--- config.mk ---
export PLATFORM = sky130hd
export DESIGN_NAME = lbp3_window
export DESIGN_NICKNAME = d
export VERILOG_FILES = /design/src/design/lbp3_pkg.sv /design/src/design/lbp3_window.sv
export SDC_FILE = /design/constraint.sdc
export NUM_CORES = 1
export LEC_CHECK = 0
export BUFFER_PORTS_ARGS = -buffer_cell sky130_fd_sc_hd__buf_4
export CAP_MARGIN = 20
export CORE_AREA = 2 2 113 93
export CTS_CLUSTER_SIZE = 40
export DETAILED_ROUTE_END_ITERATION = 8
export DIE_AREA = 0 0 115 95
export HOLD_SLACK_MARGIN = 0.1
export PLACE_DENSITY = 0.69
export SLEW_MARGIN = 5
export SYNTH_ARGS = -nofsm -noshare
export SYNTH_HDL_FRONTEND = slang
export SYNTH_SLANG_ARGS = --single-unit
--- constraint.sdc ---
create_clock -name clk -period 2.25 [get_ports clk]
set_clock_uncertainty 0.1 [all_clocks]
set_input_delay 0.1125 -clock clk [delete_from_list [all_inputs] [get_ports clk]]
set_output_delay 0.1125 -clock clk [all_outputs]
set_load 0.01 [all_outputs]
--- src/design/lbp3_pkg.sv ---
// Shared types and constants of the 3x3 local binary pattern unit.
// Used by every module of the block; depends on nothing.
package lbp3_pkg;

  localparam int MAX_WIDTH    = 1024;
  localparam int HEIGHT_LIMIT = 4096;

  localparam int PIX_W      = 8;
  localparam int COL_W      = $clog2(MAX_WIDTH);
  localparam int EW_W       = $clog2(MAX_WIDTH + 1);
  localparam int WCFG_W     = 11;
  localparam int HCFG_W     = 13;
  localparam int ROW_W      = 13;
  localparam int OROW_W     = 12;
  localparam int CFG_DATA_W = 13;
  localparam int CFG_ADDR_W = 1;

  localparam logic [CFG_ADDR_W-1:0] REG_IMAGE_WIDTH  = 1'd0;
  localparam logic [CFG_ADDR_W-1:0] REG_IMAGE_HEIGHT = 1'd1;

  localparam logic [WCFG_W-1:0] WIDTH_RESET  = 11'd640;
  localparam logic [HCFG_W-1:0] HEIGHT_RESET = 13'd480;

  typedef struct packed {
    logic [PIX_W-1:0] pixel;
    logic             flush;
  } in_t;

  typedef struct packed {
    logic [PIX_W-1:0] lbp_code;
    logic             end_of_frame;
  } out_t;

  // Per-beat position info: whether a code is due, whether it closes the
  // frame, which window rows/columns lie inside the image, line buffer address.
  // Index 0 is the top row / left column, index 2 the bottom row / right column.
  typedef struct packed {
    logic             emit;
    logic             last;
    logic [2:0]       row_ok;
    logic [2:0]       col_ok;
    logic [COL_W-1:0] addr;
  } pos_t;

endpackage

--- src/design/lbp3_window.sv ---
// 3x3 pixel window, pattern comparison and result register of the LBP unit.
// Depends on lbp3_pkg for pos_t, out_t and the pixel width.
module lbp3_window (
  input  logic                        clk,
  input  logic                        rst_n,
  input  logic                        go,
  input  lbp3_pkg::pos_t              pos,
  input  logic [lbp3_pkg::PIX_W-1:0]  up_val,
  input  logic [lbp3_pkg::PIX_W-1:0]  mid_val,
  input  logic [lbp3_pkg::PIX_W-1:0]  new_val,
  input  logic                        out_ready,
  output logic                        out_valid,
  output lbp3_pkg::out_t              out_data
);

  logic [lbp3_pkg::PIX_W-1:0] win_r [3][3];
  logic [lbp3_pkg::PIX_W-1:0] win_nxt [3][3];
  logic [lbp3_pkg::PIX_W-1:0] masked [3][3];
  logic [lbp3_pkg::PIX_W-1:0] ctr;
  logic [lbp3_pkg::PIX_W-1:0] code;
  logic                       out_valid_r;
  lbp3_pkg::out_t             out_data_r;

  always_comb begin
    for (int r = 0; r < 3; r++) begin
      win_nxt[r][0] = win_r[r][1];
      win_nxt[r][1] = win_r[r][2];
    end
    win_nxt[0][2] = up_val;
    win_nxt[1][2] = mid_val;
    win_nxt[2][2] = new_val;

    // Cells outside the image compare as zero; the centre is never masked.
    for (int r = 0; r < 3; r++) begin
      for (int c = 0; c < 3; c++) begin
        masked[r][c] = (pos.row_ok[r] && pos.col_ok[c]) ? win_nxt[r][c] : '0;
      end
    end
    ctr = win_nxt[1][1];

    code[7] = (masked[0][0] >= ctr);
    code[6] = (masked[0][1] >= ctr);
    code[5] = (masked[0][2] >= ctr);
    code[4] = (masked[1][2] >= ctr);
    code[3] = (masked[2][2] >= ctr);
    code[2] = (masked[2][1] >= ctr);
    code[1] = (masked[2][0] >= ctr);
    code[0] = (masked[1][0] >= ctr);
  end

  always_ff @(posedge clk) begin
    if (!rst_n) begin
      win_r       <= '{default: '0};
      out_valid_r <= 1'b0;
    end else begin
      if (go) begin
        win_r <= win_nxt;
      end
      if (go && pos.emit) begin
        out_valid_r <= 1'b1;
      end else if (out_ready) begin
        out_valid_r <= 1'b0;
      end
    end
  end

  always_ff @(posedge clk) begin
    if (go && pos.emit) begin
      out_data_r.lbp_code     <= code;
      out_data_r.end_of_frame <= pos.last;
    end
  end

  assign out_valid = out_valid_r;
  assign out_data  = out_data_r;

endmodule

# == Word-level counts from Yosys, hierarchy flattened ==
# Index checks and enable logic that the tools add are counted.
# classes
add_sub_neg,0
multipliers,0
div_mod_pow,0
order_cmp,8
eq_ne,0
shift,0
muxes,10
n_bitwise,0
reduce_logical,10
# op_table
operator,count
8-bit >= comparator,8
8-bit two-way mux,8
1-bit logical AND,9
1-bit two-way mux,2
2-bit nonzero test,1
# totals
reg_bits,58
latchBits,0
ram_bits,0
rom_bits,0
inputBits,46
output_inout_bits,10
word_cells,37
memories,0

# == Logic depth before layout (Yosys ltp) ==
# Gate-level depths: netlist of the first run.
# depth
word_depth,3
mapped_depth,6
mapped_depth_nobuf,5

# == Worst setup path after synthesis of the first run ==
# No wires, ideal clock.
# synth_timing
path_kind,register to register
from,"register win_r, in the netlist ctr[6]"
to,"register out_data_r, in the netlist out_data[5] (data pin)"
setup_time_ns,0.269
arrival_time_ns,1.270
required_time_ns,1.881
path_slack_ns,0.611
stages_incl_launch_ff,6
n_path_buf,0
synth_period_minus_slack_ns,1.639
cell_sequence,dfxtp_1 inv_1 ha_1 a21o_1 a221oi_1 o21ai_0
# synth_between
elab_chain_cells,1
# synth_rtl
item,line,source
"start, declared",lbp3_window.sv:16,logic [lbp3_pkg::PIX_W-1:0] win_r [3][3];
"start signal, assigned",lbp3_window.sv:57,win_r <= win_nxt;
8-bit >= comparator,lbp3_window.sv:44,code[4] = (masked[1][2] >= ctr);
net code (one bit),lbp3_window.sv:20,logic [lbp3_pkg::PIX_W-1:0] code;
"end, declared",lbp3_window.sv:22,lbp3_pkg::out_t out_data_r;
# The timed path passes the listed nets, and every way through them passes these cells.
# A chain may end at the register's enable or synchronous reset.

# == Worst setup path in the final report of the first run ==
# layout_timing
from,"register win_r, in the netlist ctr[6]"
to,"register out_data_r, in the netlist out_data[7] (data pin)"
# layout_between
elab_chain_cells,1
# layout_rtl
item,line,source
8-bit >= comparator,lbp3_window.sv:42,code[6] = (masked[0][1] >= ctr);
net code (one bit),lbp3_window.sv:20,
# The timed path passes the listed nets, and every way through them passes these cells.

==> impl_metrics.json, run 1 <==
{
  "n_antenna_cell": 0,
  "cts_tree": "yes",
  "port_buffers": 45,
  "slew_headroom": 0.657,
  "overflow": 0,
  "layout.nets": 557,
  "final.min_clock_period_ns": 1.91,
  "cap_viol_max_count": 0,
  "cp_slowest_cell": "dfxtp_1",
  "cts_setup_buffers": 0,
  "postLayoutCoreUtil": 0.483,
  "drt-initial-drc-count": 140,
  "io_pins": 56,
  "slew_viol_final": 0,
  "r2r_cells": 5,
  "critPathLaunchType": "flop",
  "clkLatencyLatePin_ns": 0.33,
  "yosys_warnings": 0,
  "num-fill-cells": 937,
  "p_clk_frac": 0.430,
  "synthDominantCellAreaShare": 0.254,
  "grt_max_degree": 50,
  "rr_startpoint": "ctr[6]$_SDFFE_PN0P_",
  "p_switching_w": 0.000750,
  "clk_pin_slew_worst_paths_ns": 0.05,
  "cts_root_buf": "clkbuf_16",
  "slowest_delay_ns": 0.32,
  "cp_max_fo": 8,
  "numCtsBuffers": 9,
  "hold_class": "in -> reg",
  "setup_viol": 0,
  "fp.dieW_um": 115,
  "grt.total_usage": 0.181,
  "whs_path_depth": 2,
  "place_hpwl_um": 6100,
  "antenna_left": 0,
  "leakage_nw": 2.47,
  "seqPwrFrac": 0.399,
  "grt_pass1_vias": 3037,
  "coreArea_um2": 9910,
  "max_freq_mhz": 525,
  "syn_inst": 385,
  "yosys.area.top_type": "dfxtp_1",
  "critical_path_required_ns": 2.20,
  "final_cell_mix": "and3_1 (64), ha_1 (64), nor2b_1 (49), dfxtp_1 (49), mux2i_1 (48)",
  "hold_viol_final": 0,
  "holdPathEnd": "out_valid$_SDFFE_PN0P_",
  "min_from": "rst_n",
  "tightest_slew_ns": 0.514,
  "finalCritPeriodShare": 0.847,
  "die_y_um": 95,
  "drcViolationCount": 0,
  "ys_ff_latch": 58,
  "grt_first_pass_wirelength_um": 15000,
  "wl_per_cell_um": 15.8,
  "yosysUniqueCellTypes": 20,
  "htreeDepth": 3,
  "power_density_nw_per_um2": 603,
  "dieArea_um2": 10900,
  "clkSinkCount": 58,
  "core.rowCount": 33,
  "hold_buffers": 26,
  "ff2ff_setup_slack_ns": 0.34,
  "synthesis.area_um2": 3860,
  "layout-drive-gt1-share": 0.133,
  "drtPass1Iterations": 4,
  "synthTopCellsByArea": "dfxtp_1 (25%), ha_1 (21%), mux2i_1 (12%), and3_1 (10%), nor2b_1 (7.9%)",
  "via_count": 3016,
  "power_frac_comb": 0.171,
  "routed_wl_um": 9050,
  "cp-end-kind": "flop",
  "status": "finished, final reports clean",
  "start_util": 0.390,
  "area_growth_pct": 24.0,
  "intPower_w": 0.00214,
  "vdd_drop_max_mv": 0.354,
  "finalSetupTns_ns": 0,
  "cp_cell_sequence": "inv_1, ha_1, a21o_1, a221oi_1, o21ai_0",
  "worstPathArrival_ns": 1.86,
  "clockBufferDepth": 2,
  "synth_nets": 495,
  "vias_per_cell": 5.25,
  "worstSetupPathType": "reg -> reg",
  "netSwitchingFraction": 0.260,
  "rsz0062_at_grt": "no",
  "gp_congestion": 0.797,
  "r2r-end": "out_data[7]$_DFFE_PP_",
  "synth_area_per_cell_um2": 10.0,
  "ys_seq_area_frac": 0.324,
  "cts-resized-gates": 0,
  "antenna_found_initial": 0
}
worst max-delay path: cells and delay by family, from the launching register on:
kind                     cells  cell delay [ns]
AO/OA/AOI/OAI                3             0.60
adder cells (fa/ha/maj)      1             0.31
buffers and inverters        1             0.29
flip-flops                   1             0.32
worst max-delay path by stage:
stage                   startpoint                    end  slack, ns  cells after the start
2_1_floorplan  ctr[6]$_SDFFE_PN0P_  out_data[5]$_DFFE_PP_       0.61                      5
3_3_place_gp   ctr[4]$_SDFFE_PN0P_  out_data[8]$_DFFE_PP_       0.36                      5
3_5_place_dp   ctr[5]$_SDFFE_PN0P_  out_data[7]$_DFFE_PP_       0.34                      5
4_1_cts        ctr[4]$_SDFFE_PN0P_  out_data[7]$_DFFE_PP_       0.33                      5
5_1_grt        ctr[4]$_SDFFE_PN0P_  out_data[7]$_DFFE_PP_       0.15                      5
6_report       ctr[6]$_SDFFE_PN0P_  out_data[7]$_DFFE_PP_       0.34                      5
cells in the mapped netlist:
library cell / instances
a21o_1: 24
a221oi_1: 8
a31oi_1: 8
and2_4: 1
and3_1: 64
buf_1: 1
buf_2: 1
buf_4: 2
buf_6: 3
clkbuf_1: 14
dfxtp_1: 49
edfxtp_1: 9
ha_1: 64
inv_1: 7
mux2i_1: 48
nand2b_1: 8
nand3_1: 16
nor2b_1: 49
o21a_1: 1
o21ai_0: 8
layer usage:
layer / global-route usage / share of wire
met4: 0.0673 / 0.018
met3: 0.0462 / 0.039
met2: 0.286 / 0.44
met5: 0 / 0
met1: 0.239 / 0.51
final cells by class:
class,count,area (um2),share of cell area
multi-input cells,299,2470,0.517
flip-flops and latches,58,1250,0.261
repair buffers,72,618,0.129
clock buffers,13,250,0.0523
well taps,122,153,0.0319
inverters,7,26.3,0.00549
clock inverters,3,15.0,0.00314
metrics by stage:
step	cells	instance area, um2	power (W)	setup WS, ns	hold slack (ns)
floorplan	385	3860	0.00147	0.611	0.111
global placement	532	4260	0.00161	0.362	0.193
detailed placement	532	4260	0.00163	0.345	0.195
CTS	574	4790	0.00292	0.331	0.129
global route	574	4790	0.00304	0.150	0.157
finish	574	4790	0.00289	0.344	0.139
sequential cells by signal (all words and copies together) (netlist names):
signal	flops
win_nxt	40
out_data	9
ctr	8
out_valid	1
power groups by stage:
stage                     Clock, W  Sequential, W  Combinational (W)
after CTS                  0.00128        0.00115           0.000496
after detailed placement         0        0.00117           0.000459
after global placement           0        0.00117           0.000441
after global routing       0.00133        0.00116           0.000557
final                      0.00124        0.00115           0.000494
after floorplan                  0        0.00117           0.000299
cells by family after synthesis:
kind of cell | after synthesis | share of synthesized area
fa+ha+maj | 64 | 0.207
mux | 48 | 0.124
flops | 58 | 0.324
compound gates | 49 | 0.0901
simple gates | 138 | 0.219
buf+inv | 28 | 0.0353
Note: power is estimated with default switching activity, not from simulation.
==> inputs of run 2 (changes only) <==
--- a/config.mk
+++ b/config.mk
@@ -5,6 +5,7 @@
 export SDC_FILE = /design/constraint.sdc
 export NUM_CORES = 1
 export LEC_CHECK = 0
+export ABC_AREA = 1
 export BUFFER_PORTS_ARGS = -buffer_cell sky130_fd_sc_hd__buf_4
 export CAP_MARGIN = 20
 export CORE_AREA = 2 2 113 93
@@ -12,7 +13,7 @@
 export DETAILED_ROUTE_END_ITERATION = 8
 export DIE_AREA = 0 0 115 95
 export HOLD_SLACK_MARGIN = 0.1
-export PLACE_DENSITY = 0.69
+export PLACE_DENSITY = 0.71
 export SLEW_MARGIN = 5
 export SYNTH_ARGS = -nofsm -noshare
 export SYNTH_HDL_FRONTEND = slang
==> constraint.sdc (replaced) <==
create_clock -name clk -period 1.6 [get_ports clk]
set_clock_uncertainty 0.1 [all_clocks]
set_input_delay 0.08 -clock clk [delete_from_list [all_inputs] [get_ports clk]]
set_output_delay 0.08 -clock clk [all_outputs]
set_load 0.01 [all_outputs]
==> run 2 against run 1 <==
Setup slack got worse by 0.31 ns. Global-route usage grew 0.79 points. Critical path type unchanged. Clock-buffer cell count is 4 lower. Largest power group unchanged. Cell count is 31% higher. Highest routed layer unchanged.
==> impl_metrics.json, run 2 <==
{
  "status": "finished, final reports clean",
  "max_freq_mhz": 637,
  "cp_max_fo": 3,
  "worstSetupPathType": "reg -> reg",
  "drtPass1Iterations": 4,
  "ys_ff_latch": 58,
  "cp_slowest_cell": "dfxtp_4",
  "final_cell_mix": "inv_1 (89), nand2_1 (86), nor2_1 (77)",
  "gp_congestion": 0.837,
  "synth_area_per_cell_um2": 7.17,
  "setup_viol": 0,
  "place_hpwl_um": 6640,
  "cts_root_buf": "clkbuf_16",
  "tightest_slew_ns": 0.454,
  "yosys.area.top_type": "dfxtp_1",
  "finalNonFillerCells": 750,
  "drt-initial-drc-count": 145,
  "synth_edf_count": 9,
  "start_util": 0.390,
  "rsz0062_at_grt": "yes",
  "die_y_um": 95,
  "vias_per_cell": 4.94,
  "area_growth_pct": 42.5,
  "synth-main-ff-cell": "dfxtp_1",
  "largest_reg_flops": 40,
  "hold_class": "in -> reg",
  "finalPower_w": 0.00492,
  "overflow": 0,
  "htreeDepth": 3,
  "async_flop_share": 0,
  "grt_max_degree": 92,
  "worstPathArrival_ns": 1.56,
  "hold_viol_final": 0,
  "port_buffers": 45,
  "clk_pin_slew_worst_paths_ns": 0.06,
  "antenna_left": 0,
  "synthMostInstantiatedCell": "inv_1",
  "dieArea_um2": 10900,
  "synth_nets": 649,
  "syn_inst": 539,
  "slowest_delay_ns": 0.38,
  "slew_viol_final": 0,
  "yosysUniqueCellTypes": 17,
  "yosys_warnings": 0,
  "final.min_clock_period_ns": 1.57,
  "cts_tree": "yes",
  "finalSetupTns_ns": 0,
  "ys_top_cells_by_count": "inv_1 (97), nand2_1 (88), nor2_1 (85), ha_1 (64), a21oi_1 (58)",
  "io_pins": 56,
  "vdd_drop_max_mv": 0.848,
  "routed_wl_um": 10300,
  "highest_layer": "met4",
  "leakage_nw": 2.62,
  "slew_headroom": 0.698,
  "synthTopCellsByArea": "dfxtp_1 (25%), ha_1 (21%), inv_1 (9.4%), nand2_1 (8.5%), nor2_1 (8.3%)",
  "critPathLaunchType": "flop",
  "layout.nets": 733,
  "clkSinkCount": 58,
  "finalCritPeriodShare": 0.981,
  "ys_seq_area_frac": 0.324,
  "core.rowCount": 33,
  "via_count": 3704,
  "clockBufferDepth": 2,
  "cp_cell_sequence": "clkinvlp_4, buf_4, ha_4, nand2_1, inv_1, nand2_1, nand2_1, nand2_1, nand2_1",
  "clkLatencyLatePin_ns": 0.34,
  "numCtsBuffers": 9,
  "n_antenna_cell": 0,
  "wl_per_cell_um": 13.8,
  "wl_met2_um": 5020,
  "layout_commonest_cell": "inv_1",
  "cpMostUsedCell": "nand2_1",
  "antenna_found_initial": 0,
  "route.met3.wl_um": 487,
  "cp-end-kind": "flop",
  "fp.dieW_um": 115,
  "grt_pass1_vias": 3561,
  "cap_viol_max_count": 0,
  "drt-met1-wl_um": 4620,
  "grt.total_usage": 0.189,
  "layout-drive-gt1-share": 0.215,
  "coreArea_um2": 9910,
  "grt_first_pass_wirelength_um": 16000,
  "synthesis.area_um2": 3860,
  "synthDominantCellAreaShare": 0.254,
  "drcViolationCount": 0,
  "power_density_nw_per_um2": 893,
  "critical_path_required_ns": 1.59,
  "placedCellCount": 702
}
==> run 2: changes by cell type after synthesis, sizes merged, moves of 14 or more <==
cell / before / now
nor2b: 49 / 0
nand2: 0 / 88
nor2: 0 / 85
and3: 64 / 0
inv: 7 / 97
clkbuf: 14 / 0
a21o: 24 / 1
mux2i: 48 / 0
a21oi: 0 / 58
o21ai: 8 / 48
==> run 2: worst max-delay path, delay by kind of cell (launching register included) <==
family                     cells  cell delay (ns)
DFF                            1             0.38
buffers and inverters          3             0.31
and+or+nand+nor                5             0.29
adders and majority gates      1             0.24
==> run 2: metal layers <==
layer | global-route usage | vias to the layer above
met3 | 0.0546 | 17
met5 | 0 | -
met4 | 0.0673 | 0
met2 | 0.318 | 92
met1 | 0.232 | 1698
li1 | - | 1897
==> run 2: final cells by class <==
class | instances | area (um2)
timing repair inverter | 1 | 7.51
inverter | 97 | 374
timing repair buffer | 87 | 826
fill | 868 | 4400
clock buffer | 9 | 225
multi-input combinational | 369 | 2550
tap | 122 | 153
sequential | 58 | 1260
clock inverter | 7 | 118
==> run 2: per-stage QoR <==
| stage | util | instance area, um2 | hold slack [ns] | worst slack, ns |
|---|---|---|---|---|
| 2_1_floorplan | - | 3860 | 0.0789 | 0.173 |
| 3_3_place_gp | 0.443 | 4390 | 0.161 | -0.00683 |
| 4_1_cts | 0.509 | 5050 | 0.110 | 0.00667 |
| 3_5_place_dp | 0.443 | 4390 | 0.168 | -0.0244 |
| 5_1_grt | 0.556 | 5510 | 0.134 | -0.0333 |
| 6_report | 0.556 | 5510 | 0.108 | 0.0307 |
==> run 2: path summary, 6_finish.rpt <==
kind / from / end / slack [ns] / cells past startpoint
worst max-delay path: ctr[3]$_SDFFE_PN0P_ / out_data[5]$_DFFE_PP_ / 0.03 / 9
worst min-delay path: mid_val[1] / ctr[1]$_SDFFE_PN0P_ / 0.11 / 4
worst max register to register: ctr[3]$_SDFFE_PN0P_ / out_data[5]$_DFFE_PP_ / 0.03 / 9
worst min register to register: win_nxt[13]$_SDFFE_PN0P_ / win_nxt[21]$_SDFFE_PN0P_ / 0.38 / 2
==> run 2: logic make-up (layout without fill, tap and decap cells) <==
kind of cell             count (synthesis)  after routing  synth area share
AND/OR/NAND/NOR                        190            190             0.190
AO/OA/AOI/OAI                          115            115             0.155
buffers and inverters                  112            201             0.124
adder cells (fa/ha/maj)                 64             64             0.207
flip-flops                              58             58             0.324
==> run 2: power by group <==
group	switching [W]	internal, W	total (W)
Sequential	0.0000497	0.00159	0.00164
Clock	0.000730	0.00152	0.00225
Combinational	0.000554	0.000470	0.00102
Total	0.00133	0.00358	0.00492
==> run 2: repair_timing <==
| item | 4_1_cts | 5_1_grt |
|---|---|---|
| gates cloned | 1 | 0 |
| gates resized for setup | 6 | 61 |
| buffers inserted | 2 | 2 |
| pin swaps | 0 | 22 |
| setup endpoints to repair | 7 | 8 |
| hold buffers | 27 | 0 |
| hold endpoints to repair | 26 | 0 |
==> inputs of run 3 (changes only) <==
--- a/config.mk
+++ b/config.mk
@@ -14,6 +14,7 @@
 export DIE_AREA = 0 0 115 95
 export HOLD_SLACK_MARGIN = 0.1
 export PLACE_DENSITY = 0.71
+export SETUP_SLACK_MARGIN = 0.15
 export SLEW_MARGIN = 5
 export SYNTH_ARGS = -nofsm -noshare
 export SYNTH_HDL_FRONTEND = slang
==> run 3 against run 2 <==
The flow now finishes with violations (negative setup slack). Clock-buffer cell count did not move. Sequential power about the same. Fmax decreased by 2.5%. Critical path depth fell by 1. Core utilization increased by 1.9 points. Critical path type unchanged. Highest routed layer unchanged.
==> impl_metrics.json, run 3 (synthesis gave the netlist of run 2 again) <==
{
  "worstPathArrival_ns": 1.59,
  "slew_viol_final": 0,
  "setup_slack_ns": -0.00923,
  "htreeDepth": 3,
  "wl_per_cell_um": 14.4,
  "setup_viol": 1,
  "grt_first_pass_wirelength_um": 17400,
  "use_met2": 0.357,
  "r2r-end": "out_data[3]$_DFFE_PP_",
  "finalCritPeriodShare": 1.01,
  "finalNonFillerCells": 750,
  "overflow": 0,
  "leakage_nw": 2.60,
  "grt_pass1_vias": 3770,
  "finalPower_w": 0.00502,
  "seqPwrFrac": 0.328,
  "drt-initial-drc-count": 173,
  "design_area_um2": 5700,
  "min_from": "rst_n",
  "grt.total_usage": 0.206,
  "finalSetupTns_ns": -0.00923,
  "area_growth_pct": 47.4,
  "largest_reg_flops": 40,
  "clkSinkCount": 58,
  "clk_pin_slew_worst_paths_ns": 0.06,
  "worstSetupPathType": "reg -> reg",
  "netSwitchingFraction": 0.278,
  "antenna_left": 0,
  "cp_max_fo": 4,
  "violations": "negative setup slack",
  "holdPathEnd": "ctr[3]$_SDFFE_PN0P_",
  "placedCellCount": 702,
  "p_switching_w": 0.00140,
  "layout.nets": 733,
  "status": "finished, violations left",
  "grt_use_met1": 0.246,
  "antenna_found_initial": 0,
  "start_util": 0.390,
  "power_frac_comb": 0.222,
  "layout_commonest_cell": "inv_1",
  "critPathLaunchType": "flop",
  "gp_congestion": 0.837,
  "layout-drive-gt1-share": 0.277,
  "cap_viol_max_count": 0,
  "hold_viol_final": 0,
  "hold_class": "in -> reg",
  "io_pins": 56,
  "cp.buffers_inverters": 2,
  "cp_top_family": "flip-flops",
  "critical_path_required_ns": 1.59,
  "slew_headroom": 0.695,
  "cpMostUsedCell": "nand2_1",
  "vdd_drop_max_mv": 0.849,
  "rr_startpoint": "ctr[3]$_SDFFE_PN0P_",
  "use_met3": 0.0584,
  "fin_hold_ws_ns": 0.126,
  "n_antenna_cell": 0,
  "p_clk_frac": 0.451,
  "numCtsBuffers": 9,
  "clkLatencyLatePin_ns": 0.34,
  "clockBufferDepth": 2,
  "cp-end-kind": "flop",
  "num-fill-cells": 835,
  "core.rowCount": 33,
  "place_area_um2": 4390,
  "ff2ff_setup_slack_ns": -0.009,
  "cts_tree": "yes",
  "cts_root_buf": "clkbuf_16",
  "fp.dieW_um": 115,
  "coreArea_um2": 9910,
  "tightest_slew_ns": 0.457,
  "grt_max_degree": 92,
  "vias_per_cell": 5.02,
  "drcViolationCount": 0,
  "routed_wl_um": 10800,
  "via_count": 3766,
  "rsz0062_at_grt": "yes",
  "port_buffers": 45,
  "dieArea_um2": 10900,
  "r2r_cells": 8,
  "cp_cell_sequence": "clkinvlp_4, ha_4, nand2_2, inv_1, nand2_1, nand2_1, nand2_1, nand2_1",
  "intPower_w": 0.00363,
  "power_density_nw_per_um2": 882,
  "drtPass1Iterations": 4,
  "busiest_layer": "met2",
  "die_y_um": 95,
  "slowest_delay_ns": 0.38,
  "cp_slowest_cell": "dfxtp_4",
  "max_freq_mhz": 621,
  "final.min_clock_period_ns": 1.61,
  "final_cell_mix": "inv_1 (86), nor2_1 (75), nand2_1 (69)",
  "whs_path_depth": 3,
  "place_hpwl_um": 6640
}
[run 3: cell types whose count changed in the layout (fill, tap and decap cells not counted), sizes merged]
cell,before,now
dlygate4sd3,23,27
dlymetal6s4s,4,0
[run 3: worst min-delay path, cell delays in order]
cell,delay [ns]
buf_4,0.25
o21ai_0,0.13
a21oi_1,0.04
[run 3: final cells by class]
cell class | count | area (um2) | area share
Multi-Input combinational cell | 369 | 2730 | 0.479
Sequential cell | 58 | 1260 | 0.221
Timing Repair Buffer | 87 | 832 | 0.146
Inverter | 97 | 374 | 0.0657
Clock buffer | 9 | 225 | 0.0395
Tap cell | 122 | 153 | 0.0268
Clock inverter | 7 | 118 | 0.0206
Timing Repair inverter | 1 | 7.51 | 0.00132
[run 3: worst max path at each step]
stage	from	end	cells after the start
5_1_grt	ctr[3]$_SDFFE_PN0P_	out_data[8]$_DFFE_PP_	7
2_1_floorplan	ctr[7]$_SDFFE_PN0P_	out_data[8]$_DFFE_PP_	5
3_3_place_gp	ctr[3]$_SDFFE_PN0P_	out_data[8]$_DFFE_PP_	6
6_report	ctr[3]$_SDFFE_PN0P_	out_data[3]$_DFFE_PP_	8
4_1_cts	ctr[3]$_SDFFE_PN0P_	out_data[8]$_DFFE_PP_	9
3_5_place_dp	ctr[2]$_SDFFE_PN0P_	out_data[8]$_DFFE_PP_	8
[run 3: per-stage QoR]
stage	util	worst slack [ns]
after floorplan	-	0.173
after global placement	0.443	-0.00683
after detailed placement	0.443	-0.0244
after CTS	0.554	0.0806
after global routing	0.575	-0.0554
final	0.575	-0.00923
[run 3: repair_timing]
item,CTS,global route
endpoints found under the setup margin,8,8
setup buffers,4,0
pin swaps,19,30
resized for setup,55,53
endpoints found under the hold margin,26,0
hold buffers,27,0
gates cloned,1,0
[run 3: metal layers]
| layer | up-vias | wire length [um] |
|---|---|---|
| met3 | 25 | 552 |
| met5 | - | 0 |
| li1 | 1904 | - |
| met4 | 0 | 232 |
| met2 | 85 | 5350 |
| met1 | 1752 | 4670 |
[run 3: power groups by stage]
| stage | clock network [W] | registers, W | logic [W] |
|---|---|---|---|
| 2_1_floorplan | 0 | 0.00167 | 0.000523 |
| 3_3_place_gp | 0 | 0.00167 | 0.000783 |
| 3_5_place_dp | 0 | 0.00167 | 0.000816 |
| 4_1_cts | 0.00228 | 0.00164 | 0.000993 |
| 5_1_grt | 0.00234 | 0.00166 | 0.00125 |
| 6_report | 0.00226 | 0.00165 | 0.00111 |
