`src/design/lbp3_pkg.sv`:
```
// Shared types and constants of the 3x3 local binary pattern unit.
// Used by every module of the block; depends on nothing.
package lbp3_pkg;

  localparam int MAX_WIDTH    = 1024;
  localparam int HEIGHT_LIMIT = 4096;

  localparam int PIX_W      = 8;
  localparam int COL_W      = $clog2(MAX_WIDTH);
  localparam int EW_W       = $clog2(MAX_WIDTH + 1);
  localparam int WCFG_W     = 11;
  localparam int HCFG_W     = 13;
  localparam int ROW_W      = 13;
  localparam int OROW_W     = 12;
  localparam int CFG_DATA_W = 13;
  localparam int CFG_ADDR_W = 1;

  localparam logic [CFG_ADDR_W-1:0] REG_IMAGE_WIDTH  = 1'd0;
  localparam logic [CFG_ADDR_W-1:0] REG_IMAGE_HEIGHT = 1'd1;

  localparam logic [WCFG_W-1:0] WIDTH_RESET  = 11'd640;
  localparam logic [HCFG_W-1:0] HEIGHT_RESET = 13'd480;

  typedef struct packed {
    logic [PIX_W-1:0] pixel;
    logic             flush;
  } in_t;

  typedef struct packed {
    logic [PIX_W-1:0] lbp_code;
    logic             end_of_frame;
  } out_t;

  // Per-beat position info: whether a code is due, whether it closes the
  // frame, which window rows/columns lie inside the image, line buffer address.
  // Index 0 is the top row / left column, index 2 the bottom row / right column.
  typedef struct packed {
    logic             emit;
    logic             last;
    logic [2:0]       row_ok;
    logic [2:0]       col_ok;
    logic [COL_W-1:0] addr;
  } pos_t;

endpackage

```
`src/design/lbp3_ctrl.sv`:
```
// Configuration registers and raster position counters of the LBP unit.
// Depends on lbp3_pkg for widths, register indexes and the pos_t struct.
module lbp3_ctrl (
  input  logic                             clk,
  input  logic                             rst_n,
  input  logic                             cfg_we,
  input  logic [lbp3_pkg::CFG_ADDR_W-1:0]  cfg_addr,
  input  logic [lbp3_pkg::CFG_DATA_W-1:0]  cfg_wdata,
  input  logic                             accept,
  output lbp3_pkg::pos_t                   pos
);

  logic [lbp3_pkg::WCFG_W-1:0] width_r;
  logic [lbp3_pkg::HCFG_W-1:0] height_r;
  logic [lbp3_pkg::COL_W-1:0]  in_col_r,  in_col_nxt;
  logic [lbp3_pkg::ROW_W-1:0]  in_row_r,  in_row_nxt;
  logic [lbp3_pkg::COL_W-1:0]  out_col_r, out_col_nxt;
  logic [lbp3_pkg::OROW_W-1:0] out_row_r, out_row_nxt;

  logic [31:0]                 wsat, hsat;
  logic [lbp3_pkg::EW_W-1:0]   w_eff, col_inc, ocol_inc;
  logic [lbp3_pkg::HCFG_W-1:0] h_eff, orow_inc;
  logic                        col_wrap, ocol_end, orow_end;

  always_comb begin
    // Zero is taken as one, anything above the limits saturates.
    wsat = 32'(width_r);
    if (wsat == 32'd0) begin
      wsat = 32'd1;
    end else if (wsat > 32'(lbp3_pkg::MAX_WIDTH)) begin
      wsat = 32'(lbp3_pkg::MAX_WIDTH);
    end
    hsat = 32'(height_r);
    if (hsat == 32'd0) begin
      hsat = 32'd1;
    end else if (hsat > 32'(lbp3_pkg::HEIGHT_LIMIT)) begin
      hsat = 32'(lbp3_pkg::HEIGHT_LIMIT);
    end
    w_eff = wsat[lbp3_pkg::EW_W-1:0];
    h_eff = hsat[lbp3_pkg::HCFG_W-1:0];

    col_inc  = lbp3_pkg::EW_W'(in_col_r) + lbp3_pkg::EW_W'(1);
    col_wrap = (col_inc >= w_eff);
    ocol_inc = lbp3_pkg::EW_W'(out_col_r) + lbp3_pkg::EW_W'(1);
    orow_inc = lbp3_pkg::HCFG_W'(out_row_r) + lbp3_pkg::HCFG_W'(1);
    ocol_end = (ocol_inc >= w_eff);
    orow_end = (orow_inc >= h_eff);

    pos.emit = (in_row_r >= lbp3_pkg::ROW_W'(2)) ||
               ((in_row_r == lbp3_pkg::ROW_W'(1)) && (in_col_r != '0));
    pos.last = pos.emit && ocol_end && orow_end;
    // After a mid-frame shrink the code position can sit past the new limits,
    // so the upper row and left column are bounded on both sides.
    pos.row_ok[0] = (out_row_r != '0) && (lbp3_pkg::HCFG_W'(out_row_r) <= h_eff);
    pos.row_ok[1] = (lbp3_pkg::HCFG_W'(out_row_r) < h_eff);
    pos.row_ok[2] = !orow_end;
    pos.col_ok[0] = (out_col_r != '0) && (lbp3_pkg::EW_W'(out_col_r) <= w_eff);
    pos.col_ok[1] = (lbp3_pkg::EW_W'(out_col_r) < w_eff);
    pos.col_ok[2] = !ocol_end;
    pos.addr      = in_col_r;

    if (col_wrap) begin
      in_col_nxt = '0;
      in_row_nxt = (in_row_r != '1) ? in_row_r + lbp3_pkg::ROW_W'(1) : in_row_r;
    end else begin
      in_col_nxt = col_inc[lbp3_pkg::COL_W-1:0];
      in_row_nxt = in_row_r;
    end
    out_col_nxt = out_col_r;
    out_row_nxt = out_row_r;
    if (pos.last) begin
      // The frame's last code puts every counter back to the frame start.
      in_col_nxt  = '0;
      in_row_nxt  = '0;
      out_col_nxt = '0;
      out_row_nxt = '0;
    end else if (pos.emit) begin
      if (ocol_end) begin
        out_col_nxt = '0;
        out_row_nxt = out_row_r + lbp3_pkg::OROW_W'(1);
      end else begin
        out_col_nxt = ocol_inc[lbp3_pkg::COL_W-1:0];
      end
    end
  end

  always_ff @(posedge clk) begin
    if (!rst_n) begin
      width_r   <= lbp3_pkg::WIDTH_RESET;
      height_r  <= lbp3_pkg::HEIGHT_RESET;
      in_col_r  <= '0;
      in_row_r  <= '0;
      out_col_r <= '0;
      out_row_r <= '0;
    end else begin
      if (cfg_we && (cfg_addr == lbp3_pkg::REG_IMAGE_WIDTH)) begin
        width_r <= cfg_wdata[lbp3_pkg::WCFG_W-1:0];
      end
      if (cfg_we && (cfg_addr == lbp3_pkg::REG_IMAGE_HEIGHT)) begin
        height_r <= cfg_wdata[lbp3_pkg::HCFG_W-1:0];
      end
      if (accept) begin
        in_col_r  <= in_col_nxt;
        in_row_r  <= in_row_nxt;
        out_col_r <= out_col_nxt;
        out_row_r <= out_row_nxt;
      end
    end
  end

endmodule

```
`config.mk`:
```
export PLATFORM = sky130hd
export DESIGN_NAME = lbp3_ctrl
export DESIGN_NICKNAME = d
export VERILOG_FILES = /design/src/design/lbp3_pkg.sv /design/src/design/lbp3_ctrl.sv
export SDC_FILE = /design/constraint.sdc
export NUM_CORES = 1
export LEC_CHECK = 0
export ABC_AREA = 1
export BUFFER_PORTS_ARGS = -buffer_cell sky130_fd_sc_hd__buf_2
export CORE_ASPECT_RATIO = 2
export CORE_MARGIN = 5
export CORE_UTILIZATION = 35
export DETAILED_ROUTE_END_ITERATION = 6
export PLACE_DENSITY = 0.58
export SYNTH_ARGS = -nofsm -noshare
export SYNTH_HDL_FRONTEND = slang
export SYNTH_SLANG_ARGS = --single-unit
```
`constraint.sdc`:
```
create_clock -name clk -period 9.02 [get_ports clk]
set_input_delay 1.804 -clock clk [delete_from_list [all_inputs] [get_ports clk]]
set_output_delay 1.804 -clock clk [all_outputs]
set_load 0.02 [all_outputs]
```
## Word-level counts from Yosys, hierarchy flattened

Index checks and enable logic that the tools add are counted.

| storage, ports and cells | value |
|---|---|
| input bits | 18 |
| register bits after elaboration | 69 |
| logic and storage cells | 61 |
| output and inout port bits | 18 |

| operators by class | value |
|---|---|
| eq/ne operators | 2 |
| reductions and logical operators | 22 |
| $lt $le $gt $ge | 10 |
| bitwise operators | 1 |
| add/subtract/negate cells | 5 |
| mux-type cells | 15 |

Operator list:

| cell | count |
|---|---|
| $mux W13 | 5 |
| $mux W10 | 5 |
| $mux W12 | 3 |
| $add A10 B1 Y11 const B | 2 |
| $ge A11 B11 Y1 | 2 |
| $mux W11 | 2 |
| $reduce_bool A10 Y1 | 2 |
| $add A12 B1 Y13 const B | 1 |
| $add A13 B1 Y13 const B | 1 |
| $eq A13 B1 Y1 const B | 1 |
| $ge A13 B13 Y1 | 1 |
| $ge A13 B2 Y1 const B | 1 |
| $gt A13 B13 Y1 const B | 1 |
| $le A12 B13 Y1 | 1 |
| $logic_not A13 Y1 | 1 |
| $lt A12 B13 Y1 | 1 |
| $ne A13 B13 Y1 const B | 1 |
| $add A12 B1 Y12 const B | 1 |
| $reduce_bool A12 Y1 | 1 |
| $gt A11 B11 Y1 const B | 1 |
| $le A10 B11 Y1 | 1 |
| $logic_not A11 Y1 | 1 |
| $lt A10 B11 Y1 | 1 |
| $reduce_bool A2 Y1 | 4 |
| other kinds (6) | 14 |

## Logic depth before layout (Yosys ltp)

Gate-level depths: netlist of the first run.

| logic depth | value |
|---|---|
| word-level depth | 8 |
| depth in mapped cells | 22 |
| mapped depth without buffers | 22 |

## Worst setup path before layout of the first run

OpenSTA, ideal clock, no wires.

| path | value |
|---|---|
| path kind | register to output |
| start | reg out_row_r[0] (netlist name) |
| end | out pos[16] (netlist name) |
| arrival | 2.521 ns |
| setup slack | 4.695 ns |
| cell stages (with the launch flop) | 20 |
| cells stage by stage | dfxtp_1 -> ha_1 -> nand2_1 -> nor2_1 -> inv_1 -> nor2_1 -> nand2_1 -> nor2_1 -> xor2_1 -> inv_1 -> ha_1 -> nand2_1 -> nor2_1 -> inv_1 -> nor2_1 -> nand2_1 -> nand3_2 -> nand3_4 -> buf_4 -> inv_1 |

RTL lines:

| what | RTL line | source |
|---|---|---|
| from (decl) | lbp3_ctrl.sv:18 | `logic [lbp3_pkg::OROW_W-1:0] out_row_r, out_row_nxt;` |
| from (signal assigned) | lbp3_ctrl.sv:106 | `out_row_r <= out_row_nxt;` |
| to (decl) | lbp3_ctrl.sv:10 | `output lbp3_pkg::pos_t pos` |

==> results of run 1 <==
-- power by group through the flow --
| stage | Sequential, W | Clock (W) | Combinational, W |
|---|---|---|---|
| floorplan | 0.000329 | 0 | 0.0000819 |
| global placement | 0.000331 | 0 | 0.000114 |
| detailed placement | 0.000331 | 0 | 0.000115 |
| CTS | 0.000324 | 0.000379 | 0.000116 |
| global route | 0.000326 | 0.000393 | 0.000130 |
| finish | 0.000324 | 0.000371 | 0.000114 |
-- worst max-delay path by stage --
| stage | start | endpoint | depth (start not counted) |
|---|---|---|---|
| after global placement | out_row_r[0] | pos[15] | 18 |
| final | out_row_r[0] | pos[15] | 18 |
| after floorplan | out_row_r[0] | pos[16] | 19 |
| after detailed placement | out_row_r[0] | pos[15] | 18 |
| after CTS | out_row_r[0] | pos[15] | 18 |
| after global routing | out_row_r[0] | pos[15] | 18 |
-- registers in the layout, summed over array words and instances, names as in the netlist --
name	flops
out_col_r	10
in_col_r	10
width_r	11
height_r	13
in_row_r	13
out_row_r	12
-- cells by family (layout without fill, tap and decap cells) --
family,Yosys count,after routing
and+or+nand+nor,389,389
adders and majority gates,66,66
xor gates and xnor gates,23,23
AOI/OAI and AO/OA,100,100
buffers and inverters,111,142
DFF,69,69
-- layout make-up --
cell class,instances,area [um^2],share of cell area
multi-input combinational,578,3360,0.578
sequential,69,1380,0.237
inverter,90,339,0.0583
tap,195,244,0.0419
clock buffer,10,239,0.0411
timing repair buffer,36,183,0.0314
clock inverter,6,70.1,0.0120
-- Yosys cell counts, drive strengths merged --
| cell type | instances | area [um^2] |
|---|---|---|
| a211oi | 2 | 15.0 |
| xor2 | 21 | 184 |
| nor2 | 110 | 438 |
| clkbuf | 11 | 41.3 |
| or2 | 2 | 12.5 |
| buf | 10 | 73.8 |
| nor3 | 11 | 60.1 |
| nand4 | 15 | 93.8 |
| o21a | 2 | 15.0 |
| o21ai | 31 | 166 |
| nand2 | 175 | 667 |
| clkinv | 2 | 8.75 |
| dfxtp | 69 | 1380 |
| a21o | 3 | 22.5 |
| nor3b | 1 | 7.51 |
| o211ai | 2 | 15.0 |
| o221ai | 1 | 8.76 |
| xnor2 | 2 | 17.5 |
| a22oi | 8 | 60.1 |
| ha | 66 | 826 |
| nor4 | 11 | 98.8 |
| inv | 88 | 330 |
| nand3b | 2 | 15.0 |
| a32oi | 1 | 8.76 |
| a21oi | 50 | 254 |
| nand3 | 62 | 378 |
-- per-stage QoR --
step	hold WS, ns	setup slack [ns]
2_1_floorplan	0.444	4.69
3_3_place_gp	0.466	4.34
3_5_place_dp	0.465	4.23
4_1_cts	0.475	3.85
5_1_grt	0.508	3.63
6_report	0.472	3.88
-- per-layer routing --
layer,GRT usage,part of all wire,vias to the layer above
li1,-,-,2549
met1,0.152,0.34,2263
met2,0.341,0.59,71
met3,0.0215,0.019,37
met4,0.103,0.050,0
met5,0,0,-
-- critical path: cells and delay by family, from the launching register on --
family	cells	cell delay, ns
AOI/OAI and AO/OA	1	0.15
xor gates and xnor gates	1	0.16
adders and majority gates	2	0.53
buffers and inverters	4	0.70
DFF	1	0.42
and+or+nand+nor	10	1.03
==> impl_results.md, run 1 <==
* Gate Count Post-Synth at 758
* Clk sinks at 69
* Pwr Density at 139 nW/um^2
* Post-Synth XOR/XNOR Area at 0.0387
* CP required at 7.22 ns
* Hold EP: height_r[0]
* Share of the clock period used by the worst path at 0.569
* Switching part of the total power at 0.291
* Antenna cells at 0
* CP max stage delay at 0.42 ns
* Peak VDD IR at 76.1 uV
* Slew @ Worst Pin at about 0.66 ns
* Post-cts repair resize count at 0
* R2r setup slk at 5.56 ns
* I/O Pins at 36
* Pint at 0.000574 W
* FF-to-FF End: in_row_r[3]
* Most used cell along the critical path: nand2_1
* Crit path DAT at 3.33 ns
* DR DRC count at 0
* Vias in the first global route at 4909
* Std-Cell Rows at 63
* CTS tree: yes
* Vias/cell at 5.00
* Die width at 96.2 um
* Sequential power share at 0.401
* Post-synthesis mux area share at 0
* Comb pwr share at 0.141
* Slew headroom at 0.561
* Total gr overflow at 0
* Worst Hold Depth at 2
* PnR Total Power at 0.000810 W
* Post-CTS Hold Fix Bufs at 0
* Area growth syn-to-layout at 11.9%
* Worst r2r src: out_row_r[0]
* First drt pass iteration count at 5
* Worst Skew at 0.0137 ns
* Core ar. at 14700 um^2
* Starting Density at 0.353
* Hold path startpoint: height_r[0]
* Largest net degree at the start of global routing at 39
* Most common cell after layout, fill and taps aside: nand2_1
* Synth Register Bits at 69
* Register-to-Register Path Depth at 22
* Worst hold-check path type: reg2reg
* Adder-Cell Fraction of Synth Area at 0.159
* CP Class: reg2out
* Yosys Warn Count at 0
* Mean post-synth cell area at 6.86 um^2
* Clock Pin Slew Worst Setup and Hold Paths at 0.06 ns
* WL final at 14200 um
* Unrepaired setup endpoints after global routing: no
* H-tree depth at 3
* Cts bufs inserted at 9
* Area of the die at about 18000 um^2
* Clk pwr share at 0.458
* Max Cap Viol at 0
* Setup TNS at 0 ns
* Post-CTS Setup Bufs at 0
* Initial antenna violation count at 0
* CP max-delay cell: dfxtp_1
* Net Sw Power at about 0.00024 W
* Clock tree buffer depth at 2
* First-pass GRT wire length at ~23000 um
* Crit-path max FO at 11
* Synthesized cell area at 5200 um^2
* Filler instances at 1618
* Fin cells at about 1000
* Port Buffer Count at 35
* Crit path time final at about 5 ns
* Largest family of logic cells by synthesized area: simple AND/OR/NAND/NOR gates
* Final instance area at 5820 um^2
* Pleak at 2.76 nW
* Placed insts at 968
* CTS Root Cell: clkbuf_16
* Initial DRC Count at 193
* # setup viols final at 0
* Slew Viols, Final at 0
* Post-Synth Simple-Gate Area at 0.341
* Synth Area in Compound Gates at 0.109
* Status: complete, no violations
* Sequential cell area fraction in the yosys report at 0.266
* Clk Latency, worst-skew pair at ~0.34 ns
* Max frequency at 0.195 GHz
* Util after Layout at 0.395
* Worst path cell trace: ha_1, nand2_1, nor2_1, inv_1, nor2_1, nand2_1, nor2_1, xor2_1, inv_1, ha_1, nand2_1, nand2_1, nand2_1, nand2_1, a21oi_1, nand3_2, inv_1, buf_2
* Gpl congestion at 0.901
* Final net count at 868
* GRT Overall Usage at 0.171
* HPWL Detailed at 11400 um
* Most frequent cells in the layout: nand2_1, nor2_1, inv_1
* Synth cell types at 40
* CP Launch Type: register
* Post-DRT Antenna Nets at 0
* Crit end category: output pin
* Routed via count at ~4900
* Detailed-route wire length per cell at approximately 14 um
* Share of cells above drive strength 1 at 0.109
* Mapped Nets at roughly 840
* Post-DP Area at 5510 um^2
* Hold Vio Cnt, Final at 0
* Die Span Y at 182 um
(Power assumes the default switching activity.)
==> run 2: changes to the inputs <==
--- a/config.mk
+++ b/config.mk
@@ -11,7 +11,7 @@
 export CORE_MARGIN = 5
 export CORE_UTILIZATION = 35
 export DETAILED_ROUTE_END_ITERATION = 6
-export PLACE_DENSITY = 0.58
+export PLACE_DENSITY = 0.6
 export SYNTH_ARGS = -nofsm -noshare
 export SYNTH_HDL_FRONTEND = slang
 export SYNTH_SLANG_ARGS = --single-unit
==> constraint.sdc (replaced) <==
create_clock -name clk -period 4.15 [get_ports clk]
set_input_delay 0.83 -clock clk [delete_from_list [all_inputs] [get_ports clk]]
set_output_delay 0.83 -clock clk [all_outputs]
set_load 0.02 [all_outputs]
==> impl_results.md, run 2 (synthesis results as in run 1) <==
* Status: complete, no violations
* Final net count at 869 (+0.12%)
* Worst path cell trace: ha_1, nand2_1, nor2_1, inv_1, nor2_1, nand2_1, nor2_1, xor2_1, inv_1, ha_1, nand2_1, nand2_1, nand2_1, nand2_1, a21oi_1, nand3_2, inv_1, buf_2
* Crit path DAT at 3.03 ns (-0.30 ns)
* Die width at 96.2 um (unchanged)
* I/O Pins at 36 (unchanged)
* Cts bufs inserted at 9 (unchanged)
* Pleak at 2.79 nW (+1.3%)
* Area growth syn-to-layout at 13.1%
* Post-DP Area at 5520 um^2 (+0.14%)
* Pwr Density at 323 nW/um^2 (+130%)
* Worst hold slack at 0.483 ns (+0.0112 ns)
* Util after Layout at 0.399 (+0.00424)
* Worst Skew at 0.0136 ns (-0.0000849 ns)
* DR DRC count at 0 (unchanged)
* Share of cells above drive strength 1 at 0.112 (+0.00253)
* Std-Cell Rows at 63 (unchanged)
* First drt pass iteration count at 4 (-1)
* Peak VDD IR at 180 uV (+140%)
* Hold Vio Cnt, Final at 0 (unchanged)
* Setup TNS at 0 ns (unchanged)
* Crit end category: output pin
* WL final at 14700 um (+3.8%)
* Slew headroom at 0.232 (-0.328)
* Initial antenna violation count at 0 (unchanged)
* Max Cap Viol at 0 (unchanged)
* Post-CTS Setup Bufs at 0 (unchanged)
* Clock Pin Slew Worst Setup and Hold Paths at 0.06 ns (about the same)
* CP Launch Type: register
* Starting Density at 0.353 (unchanged)
* Share of the clock period used by the worst path at 0.929
* H-tree depth at 3 (unchanged)
* Worst hold-check path type: reg2reg
* Vias/cell at 5.00 (about the same)
* Area of the die at 17500 um^2 (unchanged)
* R2r setup slk at 0.67 ns (-4.89 ns)
* Hold path startpoint: height_r[1]
* Clock tree buffer depth at 2 (unchanged)
* CP required at 3.32 ns (-3.90 ns)
* Biggest regs: height_r: 13 flops, in_row_r: 13 flops, out_row_r: 12 flops
* Hold EP: height_r[1]
* # setup viols final at 0 (unchanged)
* Initial DRC Count at 181 (-6.2%)
* Crit-path max FO at 6 (-5)
* Worst Hold Depth at 2 (unchanged)
* Filler instances at 1607 (-0.68%)
* Most common cell after layout, fill and taps aside: nand2_1
* PnR Total Power at 0.00190 W (+130%)
* Total gr overflow at 0 (unchanged)
* Most frequent cells in the layout: nand2_1, nor2_1, inv_1
* Port Buffer Count at 35 (unchanged)
* CP max-delay cell: dfxtp_2
* Final instance area at 5880 um^2 (+1.1%)
* Antenna cells at 0 (unchanged)
* Die Span Y at 182 um (unchanged)
* Crit path time final at around 3.9 ns
* CTS Root Cell: clkbuf_16
* Register area at 1380 um^2 (+0.18%)
* Clk sinks at 69 (unchanged)
* GRT Overall Usage at 0.178 (+0.00668)
* Clk Latency, worst-skew pair at 0.34 ns (about the same)
* Vias in the first global route at 4907 (-0.041%)
* CP max stage delay at 0.40 ns (-0.02 ns)
* Core ar. at 14700 um^2 (unchanged)
* Register-to-Register Path Depth at 23 (+4.5%)
* Multi-input logic area at 3360 um^2 (unchanged)
* CTS tree: yes
* HPWL Detailed at 11800 um (+3.6%)
* Max frequency at 0.259 GHz
* CP Class: reg2out
* First-pass GRT wire length at 23700 um (+3.3%)
* Slew @ Worst Pin at 1.15 ns (+0.491 ns)
* Post-DRT Antenna Nets at 0 (unchanged)
* Largest net degree at the start of global routing at 39 (unchanged)
* Slew Viols, Final at 0 (unchanged)
* Detailed-route wire length per cell at 14.9 um (+3.8%)
* Most used cell along the critical path: nand2_1
* Worst r2r src: out_row_r[0]
* Gpl congestion at 0.912 (+1.2%)
* Routed via count at 4924 (+0.081%)
* Unrepaired setup endpoints after global routing: no
* FF-to-FF End: in_row_r[1]
==> run 2: cell count changes in the layout (fill, tap and decap cells not counted) <==
cell        change
clkbuf_8        -1
buf_4           +1
dfxtp_1         -2
bufinv_16       +3
inv_6           -1
dfxtp_2         +2
clkinvlp_4      -2
==> run 2: how the worst max path moves through the flow <==
| stage | start | slack, ns | end |
|---|---|---|---|
| finish | out_row_r[0] | 0.29 | pos[15] |
| detailed placement | out_row_r[0] | 0.58 | pos[15] |
| CTS | out_row_r[0] | 0.20 | pos[15] |
| global placement | out_row_r[0] | 0.61 | pos[15] |
| global route | out_row_r[0] | 0.01 | pos[16] |
| floorplan | out_row_r[0] | 0.80 | pos[16] |
==> run 2: stage by stage <==
stage	instances	worst slack (ns)
2_1_floorplan	758	0.799
3_3_place_gp	969	0.615
3_5_place_dp	969	0.580
4_1_cts	984	0.204
5_1_grt	984	0.0120
6_report	984	0.295
==> run 2: final cells by class <==
cell class,instances,area share
clock buffers,9,0.0383
inverters,90,0.0576
multi-input cells,578,0.572
repair buffers,37,0.0323
well taps,195,0.0415
flip-flops and latches,69,0.235
clock inverters,6,0.0232
==> run 2: critical path, delay by kind of cell, from the launching register on <==
| kind | cells | cell delay, ns |
|---|---|---|
| simple gates | 10 | 0.97 |
| flops | 1 | 0.40 |
| buf+inv | 4 | 0.49 |
| compound gates | 1 | 0.15 |
| xor+xnor | 1 | 0.15 |
| fa+ha+maj | 2 | 0.52 |
==> run 2: power breakdown <==
group          internal, W  leakage, nW  switching, W
sequential        0.000684        0.562     0.0000216
combinational    0.0000791         2.06      0.000168
clock             0.000645        0.172      0.000301
total              0.00141         2.79      0.000491
==> run 2: repair_timing <==
| action | in CTS | in global routing |
|---|---|---|
| resized for setup | 0 | 2 |
| endpoints found under the setup margin | 0 | 2 |
| hold buffers | 0 | 0 |
==> run 2: metal layers <==
metal / GRT usage / part of all wire / vias up
met5: 0 / 0 / -
met3: 0.0219 / 0.025 / 65
met2: 0.346 / 0.58 / 98
met4: 0.128 / 0.071 / 0
li1: - / - / 2545
met1: 0.156 / 0.32 / 2216
==> run 3: changes to the inputs <==
--- a/config.mk
+++ b/config.mk
@@ -9,9 +9,9 @@
 export BUFFER_PORTS_ARGS = -buffer_cell sky130_fd_sc_hd__buf_2
 export CORE_ASPECT_RATIO = 2
 export CORE_MARGIN = 5
-export CORE_UTILIZATION = 35
+export CORE_UTILIZATION = 50
 export DETAILED_ROUTE_END_ITERATION = 6
-export PLACE_DENSITY = 0.6
+export PLACE_DENSITY = 0.78
 export SYNTH_ARGS = -nofsm -noshare
 export SYNTH_HDL_FRONTEND = slang
 export SYNTH_SLANG_ARGS = --single-unit
==> constraint.sdc (replaced) <==
create_clock -name clk -period 4.15 [get_ports clk]
set_input_delay 0.83 -clock clk [delete_from_list [all_inputs] [get_ports clk]]
set_output_delay 0.83 -clock clk [all_outputs]
set_load 0.1 [all_outputs]
==> impl_results.md, run 3 (synthesis results as in run 1) <==
* Biggest regs: height_r: 13 flops, in_row_r: 13 flops, out_row_r: 12 flops
* I/O Pins at 36 (unchanged)
* Most frequent cells in the layout: nand2_1, nor2_1, inv_1
* Vias/cell at 5.40 (+8.0%)
* Initial antenna violation count at 0 (unchanged)
* Crit-path max FO at 5 (-1)
* Largest net degree at the start of global routing at 39 (unchanged)
* Post-CTS Hold Fix Bufs at 0 (unchanged)
* First-pass GRT wire length at 22500 um (-5.1%)
* Hold Vio Cnt, Final at 0 (unchanged)
* Pwr Density at 313 nW/um^2 (-3.1%)
* Final worst setup slack at 0.228 ns (-0.0664 ns)
* Clk Latency, worst-skew pair at 0.34 ns (about the same)
* Worst r2r src: out_row_r[1]
* Max frequency at 0.255 GHz (-1.7%)
* Hold EP: height_r[0]
* CTS Root Cell: clkbuf_16
* Most common cell after layout, fill and taps aside: nand2_1
* Starting Density at 0.512 (+0.160)
* Cts bufs inserted at 9 (unchanged)
* Port Buffer Count at 35 (unchanged)
* WL final at 13600 um (-7.4%)
* Slew headroom at 0.206 (-0.0262)
* H-tree depth at 3 (unchanged)
* Unrepaired setup endpoints after global routing: no
* Status: complete, no violations
* # setup viols final at 0 (unchanged)
* FF-to-FF End: in_row_r[8]
* CP max stage delay at 0.39 ns (about the same)
* Max Cap Viol at 0 (unchanged)
* Crit path time final at 3.92 ns (+0.0664 ns)
* Total gr overflow at 0 (unchanged)
* Share of the clock period used by the worst path at 0.945 (+0.0160)
* CP required at 3.32 ns (about the same)
* Std-Cell Rows at 52 (-17%)
* Die Span Y at 154 um (-15%)
* Clock Pin Slew Worst Setup and Hold Paths at 0.06 ns (about the same)
* Clock tree buffer depth at 2 (unchanged)
* Antenna cells at 0 (unchanged)
* Final net count at 872 (+0.35%)
* Gpl congestion at 0.997 (+9.3%)
* Most used cell along the critical path: nor2_1
* Clk sinks at 69 (unchanged)
* Dpl ws at 0.558 ns (-0.0223 ns)
* Setup TNS at 0 ns (unchanged)
* Post-DRT Antenna Nets at 0 (unchanged)
* Crit end category: output pin
* Hold path startpoint: height_r[0]
* Register-to-Register Path Depth at 23 (unchanged)
* Worst hold slack at 0.473 ns (-0.00953 ns)
* Area of the die at 12700 um^2 (-28%)
* Routed via count at 5008 (+1.7%)
* CP Class: reg2out
* HPWL Detailed at 10500 um (-11%)
* Peak VDD IR at 209 uV (+16%)
* Post-CTS Setup Bufs at 0 (unchanged)
* Worst Skew at 0.00708 ns (-0.00650 ns)
* Share of cells above drive strength 1 at 0.115 (+0.00337)
* Worst hold-check path type: reg2reg
* Core ar. at 10100 um^2 (-31%)
* PnR Total Power at 0.00182 W (-4.2%)
* Slew @ Worst Pin at 1.19 ns (+0.0392 ns)
* Worst Hold Depth at 2 (unchanged)
* Delay-heaviest family, CP: simple AND/OR/NAND/NOR gates
* Die width at 82.1 um (-15%)
* DR DRC count at 0 (unchanged)
* Crit path DAT at 3.09 ns (+0.06 ns)
* Pleak at 2.80 nW (+0.24%)
* Vias in the first global route at 5012 (+2.1%)
* R2r setup slk at 0.64 ns (-0.03 ns)
* CTS tree: yes
* CP Launch Type: register
* First drt pass iteration count at 4 (unchanged)
* Worst path cell trace: ha_1, nand2_1, nor2_1, inv_1, nor2_1, nand2_1, nor2_1, xor2_1, inv_1, ha_1, nand2_1, nor2_1, inv_1, nor2_1, nand2_1, nand3_2, nand3_4, inv_1, buf_12
* CP max-delay cell: dfxtp_1
* Crit path buf inv count at 5 (+1)
* Area growth syn-to-layout at 11.9%
* GRT Overall Usage at 0.230 (+0.0526)
* Critical path depth at 19 (+1)
* Initial DRC Count at 230 (+27%)
* Slew Viols, Final at 0 (unchanged)
* Detailed-route wire length per cell at 14.7 um (-1.7%)
==> run 3: worst register-to-register path, delay by kind of cell, from the launching register on <==
family | cells | cell delay, ns
AND/OR/NAND/NOR | 14 | 1.46
buffers and inverters | 4 | 0.53
XOR/XNOR | 1 | 0.15
flip-flops | 1 | 0.39
adder cells (fa/ha/maj) | 2 | 0.51
AO/OA/AOI/OAI | 2 | 0.36
==> run 3: per-layer routing <==
metal | global-route usage | vias up | part of all wire
li1 | - | 2561 | -
met1 | 0.219 | 2296 | 0.36
met2 | 0.435 | 99 | 0.56
met3 | 0.0303 | 52 | 0.023
met4 | 0.149 | 0 | 0.059
met5 | 0 | - | 0
==> run 3: stage by stage <==
step / utilization / area [um^2] / instances
after CTS: 0.573 / 5820 / 927
final: 0.573 / 5820 / 927
after global routing: 0.573 / 5820 / 927
after global placement: 0.542 / 5500 / 912
after detailed placement: 0.542 / 5500 / 912
after floorplan: - / 5210 / 758
==> run 3: worst max-delay path by stage <==
stage / to / start
after global routing: pos[16] / out_row_r[1]
after CTS: pos[15] / out_row_r[0]
final: pos[16] / out_row_r[1]
after floorplan: pos[10] / width_r[0]
after detailed placement: pos[15] / out_row_r[0]
after global placement: pos[15] / out_row_r[0]
==> run 3: report_power, final <==
| part | internal, W | total, W | switching, W |
|---|---|---|---|
| combinational | 0.0000815 | 0.000288 | 0.000207 |
| sequential | 0.000684 | 0.000702 | 0.0000180 |
| clock | 0.000538 | 0.000829 | 0.000291 |
| total | 0.00130 | 0.00182 | 0.000516 |
==> run 3: final cells by class <==
type                       instances  area (um^2)
fill                            1019         4330
multi-input combinational        578         3370
sequential                        69         1380
inverter                          90          339
clock buffer                      11          243
timing repair buffer              40          243
tap                              135          169
clock inverter                     4         72.6
==> run 3: timing repair <==
action                                 in CTS  in global routing
endpoints found under the hold margin       0                  0
resized for setup                           0                  2
setup endpoints to repair                   0                  2
